$ cat src/hdl/ncs_pkg.sv
`timescale 1ns / 1ps

package ncs_pkg;

    localparam int TABLE_DEPTH_DEF = 128;
    localparam int COORD_BITS_DEF  = 20;

    localparam int LIMIT_W   = 42;
    localparam int COUNT_W   = 8;
    localparam int OUT_IDX_W = 7;
    localparam int ENTRY_W   = 7;
    localparam int CFG_IDX_W = 2;

    localparam logic [LIMIT_W-1:0] LIMIT_RESET = 42'd1400000;
    localparam logic [COUNT_W-1:0] CELLS_RESET = 8'd91;

    typedef enum logic
    {
        CMD_LOAD  = 1'b0,
        CMD_QUERY = 1'b1
    } cmd_t;

    typedef enum logic [CFG_IDX_W-1:0]
    {
        CFG_DISTANCE_LIMIT = 2'd0,
        CFG_CELLS_IN_USE   = 2'd1
    } cfg_reg_t;

    // control that travels with each scan step through the distance pipeline
    typedef struct packed
    {
        logic live;
        logic first;
        logic in_range;
        logic last;
    } scan_ctrl_t;

endpackage

$ cat src/hdl/ncs_cell.sv
`timescale 1ns / 1ps

module ncs_cell #(
    parameter int COORD_BITS = ncs_pkg::COORD_BITS_DEF
) (
    input  logic                         clk,
    input  logic                         load,
    input  logic                         shift,
    input  logic signed [COORD_BITS-1:0] load_x,
    input  logic signed [COORD_BITS-1:0] load_y,
    input  logic signed [COORD_BITS-1:0] nbr_x,
    input  logic signed [COORD_BITS-1:0] nbr_y,
    output logic signed [COORD_BITS-1:0] x,
    output logic signed [COORD_BITS-1:0] y
);
    import ncs_pkg::*;

    logic signed [COORD_BITS-1:0] x_reg;
    logic signed [COORD_BITS-1:0] y_reg;
    logic signed [COORD_BITS-1:0] x_next;
    logic signed [COORD_BITS-1:0] y_next;

    always_comb
    begin
        x_next = x_reg;
        y_next = y_reg;
        if (load)
        begin
            x_next = load_x;
            y_next = load_y;
        end
        else if (shift)
        begin
            x_next = nbr_x;
            y_next = nbr_y;
        end
    end

    always_ff @(posedge clk)
    begin
        x_reg <= x_next;
        y_reg <= y_next;
    end

    assign x = x_reg;
    assign y = y_reg;

endmodule

$ cat config.mk
export PLATFORM = sky130hd
export DESIGN_NAME = ncs_cell
export DESIGN_NICKNAME = d
export VERILOG_FILES = /design/src/hdl/ncs_pkg.sv /design/src/hdl/ncs_cell.sv
export SDC_FILE = /design/constraint.sdc
export NUM_CORES = 1
export LEC_CHECK = 0
export BUFFER_PORTS_ARGS = -buffer_cell sky130_fd_sc_hd__buf_2
export CAP_MARGIN = 20
export CORE_ASPECT_RATIO = 0.9
export CORE_MARGIN = 3
export CORE_UTILIZATION = 42
export DETAILED_ROUTE_END_ITERATION = 12
export GPL_TIMING_DRIVEN = 0
export MAX_ROUTING_LAYER = met4
export PLACE_DENSITY = 0.77
export SLEW_MARGIN = 20
export SYNTH_ARGS = -nofsm -noshare
export SYNTH_HDL_FRONTEND = slang
export SYNTH_SLANG_ARGS = --single-unit
$ cat constraint.sdc
create_clock -name clk -period 2.3 [get_ports clk]
set_input_delay 0 -clock clk [delete_from_list [all_inputs] [get_ports clk]]
set_output_delay 0 -clock clk [all_outputs]
set_load 0.02 [all_outputs]
## Word level (Yosys, flattened, before mapping)

Index checks and enable logic that the tools add are counted.

| cells by class | value |
|---|---|
| muxes and demuxes | 4 |
| reduce and logical (&&, ||, !) cells | 1 |

Operators with widths:

| cell | number |
|---|---|
| 20-bit two-way mux | 4 |
| 2-bit nonzero test | 1 |

| storage, ports and cells | value |
|---|---|
| register bits | 40 |
| output and inout port bits | 40 |

## Depth between registers and ports, before layout

| depth | value |
|---|---|
| depth in word-level cells | 2 |
| gate-level depth with buffers | 3 |
| mapped depth without buffers | 1 |

## Worst setup path after synthesis

Ideal clock, no wire load.

| timing path | value |
|---|---|
| path kind | in2reg |
| from | input port load |
| to | register x_reg[0], in the netlist x[0] (enable) |
| library setup time | 0.399 ns |
| data arrival time | 1.199 ns |
| required time | 1.901 ns |
| slack | 0.702 ns |
| stages | 3 |
| path buffers | 2 |
| cells stage by stage | buf_6 buf_12 or2_1 |

| on the way | value |
|---|---|
| word-level cells in the longest chain between the ends | 1 |

Ends and longest elaborated chain:

| element | line | text |
|---|---|---|
| start, declared | ncs_cell.sv:7 | `input logic load,` |
| 2-bit nonzero test (no source line) | -- |  |
| end signal, assigned | ncs_cell.sv:41 | `x_reg <= x_next;` |
| end, declared | ncs_cell.sv:18 | `logic signed [COORD_BITS-1:0] x_reg;` |

No other way between the ends.
A chain may end at the register's enable or synchronous reset.

## Worst setup path after layout

| timing path | value |
|---|---|
| from | input port load |
| to | register y_reg[4], in the netlist y[4] (enable) |

| on the way | value |
|---|---|
| word-level cells in the longest chain between the ends | 1 |

Ends and longest elaborated chain:

| element | line | text |
|---|---|---|
| 2-bit nonzero test (no source line) | -- |  |
| end signal, assigned | ncs_cell.sv:42 | `y_reg <= y_next;` |
| end, declared | ncs_cell.sv:19 | `logic signed [COORD_BITS-1:0] y_reg;` |

No other way between the ends.

==> results.cfg <==
[status]
outcome = finished, final reports clean

[global_routing]
grt_pass1_wl_mm = 5.60
grt_max_degree = 25
grt_overflow_total = 0
grt_pass1_vias = 1228
antenna_found_initial = 0
grt_usage_pct = 14.2

[critical_path]
max_stage_delay_ns = 0.48
slowest_stage = or2_2
critical_path_class = input pin to register
worstPathCellList = buf_6, buf_12, or2_2, buf_16
cp.arrival_ns = 1.02
crit_fanout = 24
required_ns = 2.34
endpoint_kind = register
start_kind = input pin

[logic_synthesis]
post_synth.cell_area_avg_um2 = 22.0
synth_warnings = 0
ys_seq_elements = 40
syn_area_mm2 = 0.00190
synth_nets = 169
synth_cells = 86
synth_cell_types = 6
seq_area_frac_synth_pct = 63.4

[placement]
port_buffers = 121
dp.cells = 268
dp_hpwl_mm = 2.91
place_congestion = 0.662
dpl-instance-area_mm2 = 0.00260

[power_and_ir_drop]
switchingPower_uw = 433
ir_worst_vdd_mv = 0.304
seqPwrFrac_pct = 52.3
leakagePower_uw = 0.00131
power_density_mw_per_mm2 = 648
p_int_uw = 1310
p_clk_share_pct = 24.7
combPwrFrac_pct = 23.0
switching_share_pct = 24.9

[floorplan]
start_util_pct = 45.0
io_pins = 123
die-area_mm2 = 0.00536
core_area_mm2 = 0.00421
die_w_um = 76.8
row_count = 22
die_y_um = 69.7

[clock_tree]
holdBufCountCts = 0
clock_sinks = 40
cts.path.max_buffers = 2
clk_pin_slew_ns = 0.07
cts_resized = 0
clk_root_buffer_cell = clkbuf_8
post-cts-setup-buffers = 0
cts_made_buffers = 5
htreeDepth = 2
cts_tree = yes

[route]
vias = 1180
detail_route.iter0.violations = 74
drt_first_pass_iters = 3
final_antenna_net_count = 0
routedWlPerCell_um = 12.9
drc = 0
vias_per_cell = 4.28
wl_mm = 3.55

[sta]
finalSetupTns_ns = 0
slew_violations = 0
slew_headroom_pct = 70.2
worst_pin_slew_ns = 0.446
setup_viol = 0
hold_viol_final = 0
rsz0062_at_grt = no
timing.final.crit_period_ns = 0.975
finalCritPeriodShare_pct = 42.4
clock.fmax_ghz = 1.03

[layout]
drive_above_1_share_pct = 80.1
utilization_pct = 63.7
final_area_mm2 = 0.00268
final_common_cell = buf_2
n_antenna_cell = 0
fillers = 344
final_cells = 276
final_cell_mix = buf_2, edfxtp_1, mux2_4
fin_nets = 298
area_delta_synth_final_pct = 41.6

[worst_hold_path]
hp-class = input pin to register

[flow_run]
max_cap_viol_count = 0
## final cells by class
class                   instances  area, um2  area share (%)
flip-flops and latches         40       1200            44.8
repair buffers                122        633            23.6
multi-input cells              41        603            22.5
plain buffers                   5       91.3            3.40
clock buffers                   7       76.3            2.84
well taps                      60       75.1            2.80
clock inverters                 1       3.75           0.140
## Yosys cell counts, drive strengths merged
cell	count	area (um2)
edfxtp	40	1200
or2	1	6.26
mux2	40	597
buf	5	91.3
## critical path: cells and delay by family
family	cells	cell delay (ns)
buf+inv	3	0.52
simple gates	1	0.48
## metal layers
metal  global-route usage [%]  vias to the layer above  share of wire [%]  wire length, um
li1                         -                      593                  -                -
met1                     16.0                      509                 39             1390
met2                     23.3                       72                 50             1770
met3                     3.90                        6                9.1              324
met4                     7.24                        0                1.8               63
met5                        -                        -                  0                0
## power groups by stage
stage | sequential [uW] | clock, uW | combinational (uW)
3_3_place_gp | 926 | 0 | 395
4_1_cts | 911 | 443 | 406
6_report | 909 | 429 | 400
5_1_grt | 918 | 467 | 428
3_5_place_dp | 927 | 0 | 406
2_1_floorplan | 1040 | 0 | 132
## stage by stage
| stage | worst slack, ns | total power (uW) | hold WS, ns |
|---|---|---|---|
| floorplan | 0.702 | 1170 | 0.217 |
| global placement | 0.379 | 1320 | 0.300 |
| detailed placement | 1.02 | 1330 | 0.303 |
| CTS | 1.32 | 1760 | 0.00221 |
| global route | 1.28 | 1810 | 0.000804 |
| finish | 1.32 | 1740 | 0.00915 |
## worst paths after layout
path | to | start | slack (ns) | cells past startpoint
setup / recovery | y[4] | load | 1.32 | 4
hold / removal | x[6] | nbr_x[6] | 0.009 | 2
## kinds of logic (layout without fill, tap and decap cells)
group	count (synthesis)	in the layout	synth area share, %
buffers and inverters	5	135	4.82
DFF	40	40	63.4
muxes	40	40	31.5
and+or+nand+nor	1	1	0.330
(Power assumes the default switching activity.)
