### config.mk
export PLATFORM = sky130hd
export DESIGN_NAME = ncs_dist
export DESIGN_NICKNAME = d
export VERILOG_FILES = /design/src/hdl/ncs_pkg.sv /design/src/hdl/ncs_dist.sv
export SDC_FILE = /design/constraint.sdc
export NUM_CORES = 2
export LEC_CHECK = 0
export ABC_AREA = 1
export BUFFER_PORTS_ARGS = -buffer_cell sky130_fd_sc_hd__buf_2
export CORE_MARGIN = 2
export CORE_UTILIZATION = 40
export CTS_CLUSTER_DIAMETER = 120
export CTS_CLUSTER_SIZE = 12
export DETAILED_ROUTE_END_ITERATION = 12
export HOLD_SLACK_MARGIN = 0.02
export MAX_ROUTING_LAYER = met4
export PLACE_DENSITY_LB_ADDON = 0.15
export SLEW_MARGIN = 20
export SYNTH_ARGS = -nofsm -noshare
export SYNTH_HDL_FRONTEND = slang
export SYNTH_SLANG_ARGS = --single-unit
### constraint.sdc
create_clock -name clk -period 8.55 [get_ports clk]
set_clock_uncertainty 0.15 [all_clocks]
set_input_delay 0.4275 -clock clk [delete_from_list [all_inputs] [get_ports clk]]
set_output_delay 0.4275 -clock clk [all_outputs]
set_load 0.005 [all_outputs]
### src/hdl/ncs_pkg.sv
`timescale 1ns / 1ps

package ncs_pkg;

    localparam int TABLE_DEPTH_DEF = 128;
    localparam int COORD_BITS_DEF  = 20;

    localparam int LIMIT_W   = 42;
    localparam int COUNT_W   = 8;
    localparam int OUT_IDX_W = 7;
    localparam int ENTRY_W   = 7;
    localparam int CFG_IDX_W = 2;

    localparam logic [LIMIT_W-1:0] LIMIT_RESET = 42'd1400000;
    localparam logic [COUNT_W-1:0] CELLS_RESET = 8'd91;

    typedef enum logic
    {
        CMD_LOAD  = 1'b0,
        CMD_QUERY = 1'b1
    } cmd_t;

    typedef enum logic [CFG_IDX_W-1:0]
    {
        CFG_DISTANCE_LIMIT = 2'd0,
        CFG_CELLS_IN_USE   = 2'd1
    } cfg_reg_t;

    // control that travels with each scan step through the distance pipeline
    typedef struct packed
    {
        logic live;
        logic first;
        logic in_range;
        logic last;
    } scan_ctrl_t;

endpackage

### src/hdl/ncs_dist.sv
`timescale 1ns / 1ps

module ncs_dist #(
    parameter int COORD_BITS = ncs_pkg::COORD_BITS_DEF,
    parameter int IDX_W      = 7
) (
    input  logic                         clk,
    input  logic                         rst_n,
    input  ncs_pkg::scan_ctrl_t          ctrl,
    input  logic [IDX_W-1:0]             idx,
    input  logic signed [COORD_BITS-1:0] cx,
    input  logic signed [COORD_BITS-1:0] cy,
    input  logic signed [COORD_BITS-1:0] px,
    input  logic signed [COORD_BITS-1:0] py,
    input  logic [ncs_pkg::LIMIT_W-1:0]  limit,
    output logic                         done,
    output logic [IDX_W-1:0]             best_idx,
    output logic                         found
);
    import ncs_pkg::*;

    localparam int DIFF_W = COORD_BITS + 1;
    localparam int SQ_W   = 2 * COORD_BITS + 1;
    localparam int SUM_W  = SQ_W + 1;
    localparam int DIST_W = (SUM_W > LIMIT_W) ? SUM_W : LIMIT_W;

    scan_ctrl_t               s1_ctrl_reg;
    scan_ctrl_t               s2_ctrl_reg;
    logic [IDX_W-1:0]         s1_idx_reg;
    logic [IDX_W-1:0]         s2_idx_reg;
    logic signed [DIFF_W-1:0] dx_reg;
    logic signed [DIFF_W-1:0] dy_reg;
    logic signed [DIFF_W-1:0] dx_next;
    logic signed [DIFF_W-1:0] dy_next;
    logic signed [2*DIFF_W-1:0] prod_x;
    logic signed [2*DIFF_W-1:0] prod_y;
    logic [SQ_W-1:0]          sqx_reg;
    logic [SQ_W-1:0]          sqy_reg;
    logic [SUM_W-1:0]         sum;
    logic [DIST_W-1:0]        base_dist;
    logic [IDX_W-1:0]         base_idx;
    logic                     base_found;
    logic                     hit;
    logic [DIST_W-1:0]        best_dist_reg;
    logic [DIST_W-1:0]        best_dist_next;
    logic [IDX_W-1:0]         best_idx_reg;
    logic [IDX_W-1:0]         best_idx_next;
    logic                     found_reg;
    logic                     found_next;
    logic                     done_reg;

    // stage 1: coordinate differences
    assign dx_next = $signed({cx[COORD_BITS-1], cx}) - $signed({px[COORD_BITS-1], px});
    assign dy_next = $signed({cy[COORD_BITS-1], cy}) - $signed({py[COORD_BITS-1], py});

    // stage 2: squares
    assign prod_x = dx_reg * dx_reg;
    assign prod_y = dy_reg * dy_reg;

    // stage 3: sum and running minimum
    always_comb
    begin
        sum        = {1'b0, sqx_reg} + {1'b0, sqy_reg};
        base_dist  = s2_ctrl_reg.first ? DIST_W'(limit) : best_dist_reg;
        base_idx   = s2_ctrl_reg.first ? '0 : best_idx_reg;
        base_found = s2_ctrl_reg.first ? 1'b0 : found_reg;
        hit        = s2_ctrl_reg.in_range && (DIST_W'(sum) < base_dist);
        best_dist_next = hit ? DIST_W'(sum) : base_dist;
        best_idx_next  = hit ? s2_idx_reg : base_idx;
        found_next     = hit | base_found;
    end

    always_ff @(posedge clk or negedge rst_n)
    begin
        if (!rst_n)
        begin
            s1_ctrl_reg <= '0;
            s2_ctrl_reg <= '0;
            done_reg    <= 1'b0;
        end
        else
        begin
            s1_ctrl_reg <= ctrl;
            s2_ctrl_reg <= s1_ctrl_reg;
            done_reg    <= s2_ctrl_reg.live && s2_ctrl_reg.last;
        end
    end

    always_ff @(posedge clk)
    begin
        s1_idx_reg <= idx;
        dx_reg     <= dx_next;
        dy_reg     <= dy_next;
        s2_idx_reg <= s1_idx_reg;
        sqx_reg    <= prod_x[SQ_W-1:0];
        sqy_reg    <= prod_y[SQ_W-1:0];
        if (s2_ctrl_reg.live)
        begin
            best_dist_reg <= best_dist_next;
            best_idx_reg  <= best_idx_next;
            found_reg     <= found_next;
        end
    end

    assign done     = done_reg;
    assign best_idx = best_idx_reg;
    assign found    = found_reg;

endmodule

Word-level counts from Yosys, hierarchy flattened
Cells that the tools add are included.
{ "word_totals": {"out_inout_bits": 9, "in_bits": 135, "ff_bits": 197, "word_cells": 34} }
{ "op_classes": {"bitwise_logic": 1, "mul": 2, "muxes": 5, "n_addsub": 3, "magnitude_cmp": 1, "reduce_logical": 4} }
{ "ops": {"columns": ["cell", "n"], "rows": [
  ["$mux 42", 2],
  ["$mul 21x21->41", 2],
  ["$add 41x41->42", 1],
  ["$lt 42x42->1", 1],
  ["$sub 20x20->21", 2],
  ["$mux 7", 2],
  ["$logic_and 1x1->1", 2],
  ["$reduce_and 2->1", 1],
  ["$reduce_bool 2->1", 1],
  ["$mux 1", 1],
  ["$or 1x1->1", 1]
]} }

Longest topological paths before layout
{ "depth": {"depth_word": 5, "mapped_depth": 29, "ltp_nobuf": 27} }

Worst setup path after synthesis
Ideal clock, no wire load.
{ "synth_timing": {"path_type": "flip-flop to flip-flop", "startpoint": "register dy_reg[20]", "endpoint": "register sqy_reg[40]", "arrival_time_ns": 6.439, "setup_ns": 0.058, "setup_slack_ns": 1.903, "synth_period_minus_slack_ns": 6.647, "n_path_buf": 2, "t_required_ns": 8.342, "path_stages_with_launch": 27, "path_cell_list": "dfxtp_1 -> clkbuf_1 -> clkbuf_1 -> nand2_1 -> fa_1 -> inv_1 -> fa_1 -> inv_1 -> fa_1 -> inv_1 -> fa_1 -> inv_1 -> fa_1 -> inv_1 -> fa_1 -> inv_1 -> fa_1 -> inv_1 -> ha_1 -> inv_1 -> nor3_1 -> nand2_1 -> nor2_1 -> nand4_1 -> nand4_1 -> nand2_1 -> nand2_1"} }
{ "synth_between": {"elab_chain_len": 1} }
{ "synth_lines": {"columns": ["item", "line_no", "rtl"], "rows": [
  ["from (decl)", "ncs_dist.sv:32", "logic signed [DIFF_W-1:0] dy_reg;"],
  ["from (signal assigned)", "ncs_dist.sv:93", "dy_reg <= dy_next;"],
  ["$mul 21x21->41", "ncs_dist.sv:58", "assign prod_y = dy_reg * dy_reg;"],
  ["named net prod_y[40]", "ncs_dist.sv:36", "logic signed [2*DIFF_W-1:0] prod_y;"],
  ["to (signal assigned)", "ncs_dist.sv:96", "sqy_reg <= prod_y[SQ_W-1:0];"],
  ["to (decl)", "ncs_dist.sv:38", "logic [SQ_W-1:0] sqy_reg;"]
]} }
The timed path passes the listed nets, and every way through them passes these cells.
A chain may end at the register's enable or synchronous reset.

Worst setup path after layout
{ "layout_timing": {"startpoint": "register dy_reg[1]", "endpoint": "register sqy_reg[39]"} }
Same word-level chain as after synthesis.

==> run_results.csv <==
group,metric,value,unit
timing,slew_headroom,30.38,%
routing,wl,110500,um
clock_network,cts_sinks,195,
clock_network,clk_pin_slew,0.11,ns
yosys,ys_types,37,
clock_network,htree_levels,4,
yosys,synth_nets,6751,
yosys,ys.flop_type,"dfxtp_1",
timing,rsz0062_at_grt,"false",
cells_and_area,layout.nets,6869,
cells_and_area,layout_common_cells,"inv_1, nand2_1, fa_1",
setup_path,arrival,7.61,ns
yosys,synth_edf_count,50,
floorplanning,fp-row-count,119,
routing,vias_per_cell,4.650,
setup_path,critical_path_class,"reg -> reg",
min_path,whs_path_depth,3,
routing,topRoutingLayerUsed,"met4",
grt,track_usage,21.73,%
routing,dr_total_vias,32351,
floorplanning,fp.dieArea,109300,um2
setup_path,reg2regPathDepth,21,
setup_path,start_kind,"flip-flop",
routing,wl_met1,53000,um
floorplanning,core-area,105600,um2
floorplanning,ios,144,
routing,drt_iter0_markers,1783,
placed_design,place_congestion,0.9160,
routing,drt-pass1-iter-count,6,
setup_path,r2r_start,"dy_reg[1]$_DFF_P_",
yosys,synth-seq-area-share,10.42,%
routing,wire_per_inst,15.89,um
clock_network,cts_setup_buffers,0,
yosys,ys_warn_count,0,
timing,min_period,7.343,ns
timing,fin_crit_sh,85.88,%
clock_network,clock_path_buffers,2,
grt,grt_pass1_vias,33778,
placed_design,numPortBuffers,143,
grt,grt_overflow_total,0,
yosys,ys_ff_latch,195,
timing,max_freq,136.2,MHz
routing,dr_wl_met3,4131,um
setup_path,critPathLaunch,"dy_reg[1]$_DFF_P_",
yosys,synth_area_leaders,"fa_1, inv_1, nand2_1",
timing,drv_slew,0,
grt,grt_max_degree,62,
min_path,hold_path.class,"in -> reg",
floorplanning,fp.dieW,330.7,um
grt,grt_pass1_wl,180000,um
setup_path,cp_max_fo,22,
cells_and_area,largest_reg_flops,42,
timing,setup_viol,0,
run_status,status,"finished, final reports clean",
cells_and_area,fin_util,43.45,%
yosys,synth.cell_area,42690,um2
setup_path,critPathRequiredTime,8.81,ns
cells_and_area,area_delta_synth_final,7.463,%
timing,finalSetupTns,0,ns
yosys,yosys.area.top_type_share,38.55,%
timing,finalHoldViolCount,0,
clock_network,clk_latency,0.52,ns
routing,postRouteAntennaNets,0,
yosys,synth_area_per_cell,7.857,um2
cells_and_area,final_common_cell,"inv_1",
floorplanning,start_util,40.44,%
setup_path,endpoint_kind,"flip-flop",
timing,worst_pin_slew,1.043,ns
clock_network,numCtsBuffers,17,
min_path,worstHoldStart,"px[0]",
grt,antenna_found_initial,3,
timing,hold_ws,0.07545,ns
yosys,synthCells,5433,
routing,remaining_drc_errors,0,
yosys,synth_area_leader_cell,"fa_1",
floorplanning,die_h,330.7,um
placed_design,dp_hpwl,98390,um
routing,dr_wl_met2,52160,um
cells_and_area,drive_above_1_share,4.709,%
yosys,synth-async-reset-ratio,4.615,%
clock_network,tritoncts,"done",
job,cap_violations,0,
clock_network,cts_root_buf,"clkbuf_16",
## final timing paths
check	endpoint	slack, ns
min in group asynchronous	s1_ctrl_reg[2]$_DFF_PN0_	0.14
hold reg to reg	s2_idx_reg[0]$_DFF_P_	0.19
max in group asynchronous	s2_ctrl_reg[2]$_DFF_PN0_	7.91
setup / recovery	sqy_reg[39]$_DFF_P_	1.21
setup reg to reg	sqy_reg[39]$_DFF_P_	1.21
hold / removal	dx_reg[0]$_DFF_P_	0.08
## cells in the mapped netlist, types with 4 or more instances
library cell and n:
dfrtp_1 9, a21boi_0 5, ha_1 361, nand3_1 125
buf_2 9, xnor2_1 47, nor4_1 5, fa_1 822
inv_1 1619, nand2_1 1220, o21ai_0 141, a31oi_1 10
o21bai_1 26, edfxtp_1 50, clkbuf_1 93, nor2_1 292
mux2i_1 27, dfxtp_1 136, xor2_1 112, buf_1 4
or2_2 24, nor3_1 30, nand4_1 38, and2_1 7
a21o_1 14, a21oi_1 187
## cells by family (layout without fill, tap and decap cells)
group,Yosys count,after routing,synth area share [%]
and+or+nand+nor,1749,1749,16.34
buffers and inverters,1729,1860,15.27
adders and majority gates,1183,1183,49.13
AOI/OAI and AO/OA,391,391,4.930
DFF,195,195,10.42
xor gates and xnor gates,159,159,3.262
muxes,27,27,0.6331
other,0,2,0
## worst max-delay path, stage by stage, from the launching register on
cell and delay, ns:
dfxtp_1 0.92, nand2_1 0.22, inv_1 0.14, fa_1 0.45, ha_1 0.51, inv_1 0.15, fa_1 0.74, inv_1 0.23
fa_1 0.52, inv_1 0.05, fa_1 0.55, fa_1 0.43, fa_1 0.51, inv_1 0.04, ha_1 0.36, inv_1 0.12
nor3_1 0.37, nand2_1 0.16, nor2_1 0.18, nand4_1 0.20, nand4_1 0.16, nand2_1 0.06
## through the flow
step | setup WS, ns | area [um2] | std cells
after floorplan | 1.903 | 42690 | 5433
after global placement | 1.310 | 45100 | 6911
after detailed placement | 1.225 | 45100 | 6911
after CTS | 1.198 | 45870 | 6955
after global routing | 0.7685 | 45870 | 6957
final | 1.207 | 45870 | 6957
## layer usage
metal | global-route usage, % | vias up
li1 | - | 16023
met1 | 29.84 | 15723
met2 | 35.41 | 538
met3 | 2.342 | 67
met4 | 3.256 | 0
met5 | - | -
## layout make-up
cell class | instances | area [um2]
sequential | 195 | 4452
clock buffer | 17 | 425.4
fill | 10925 | 59690
timing repair buffer | 208 | 1234
tap | 1391 | 1740
inverter | 1620 | 6081
antenna | 2 | 5.005
clock inverter | 15 | 217.7
multi-input combinational | 3509 | 31720
## timing repair
item | CTS | global route
gates resized for setup | 0 | 0
hold buffers | 12 | 0
endpoints found under the hold margin | 20 | 0
Power is left out: the tool's default activity adds up to more than one toggle a clock period on the data nets, which glitch-free logic cannot reach.
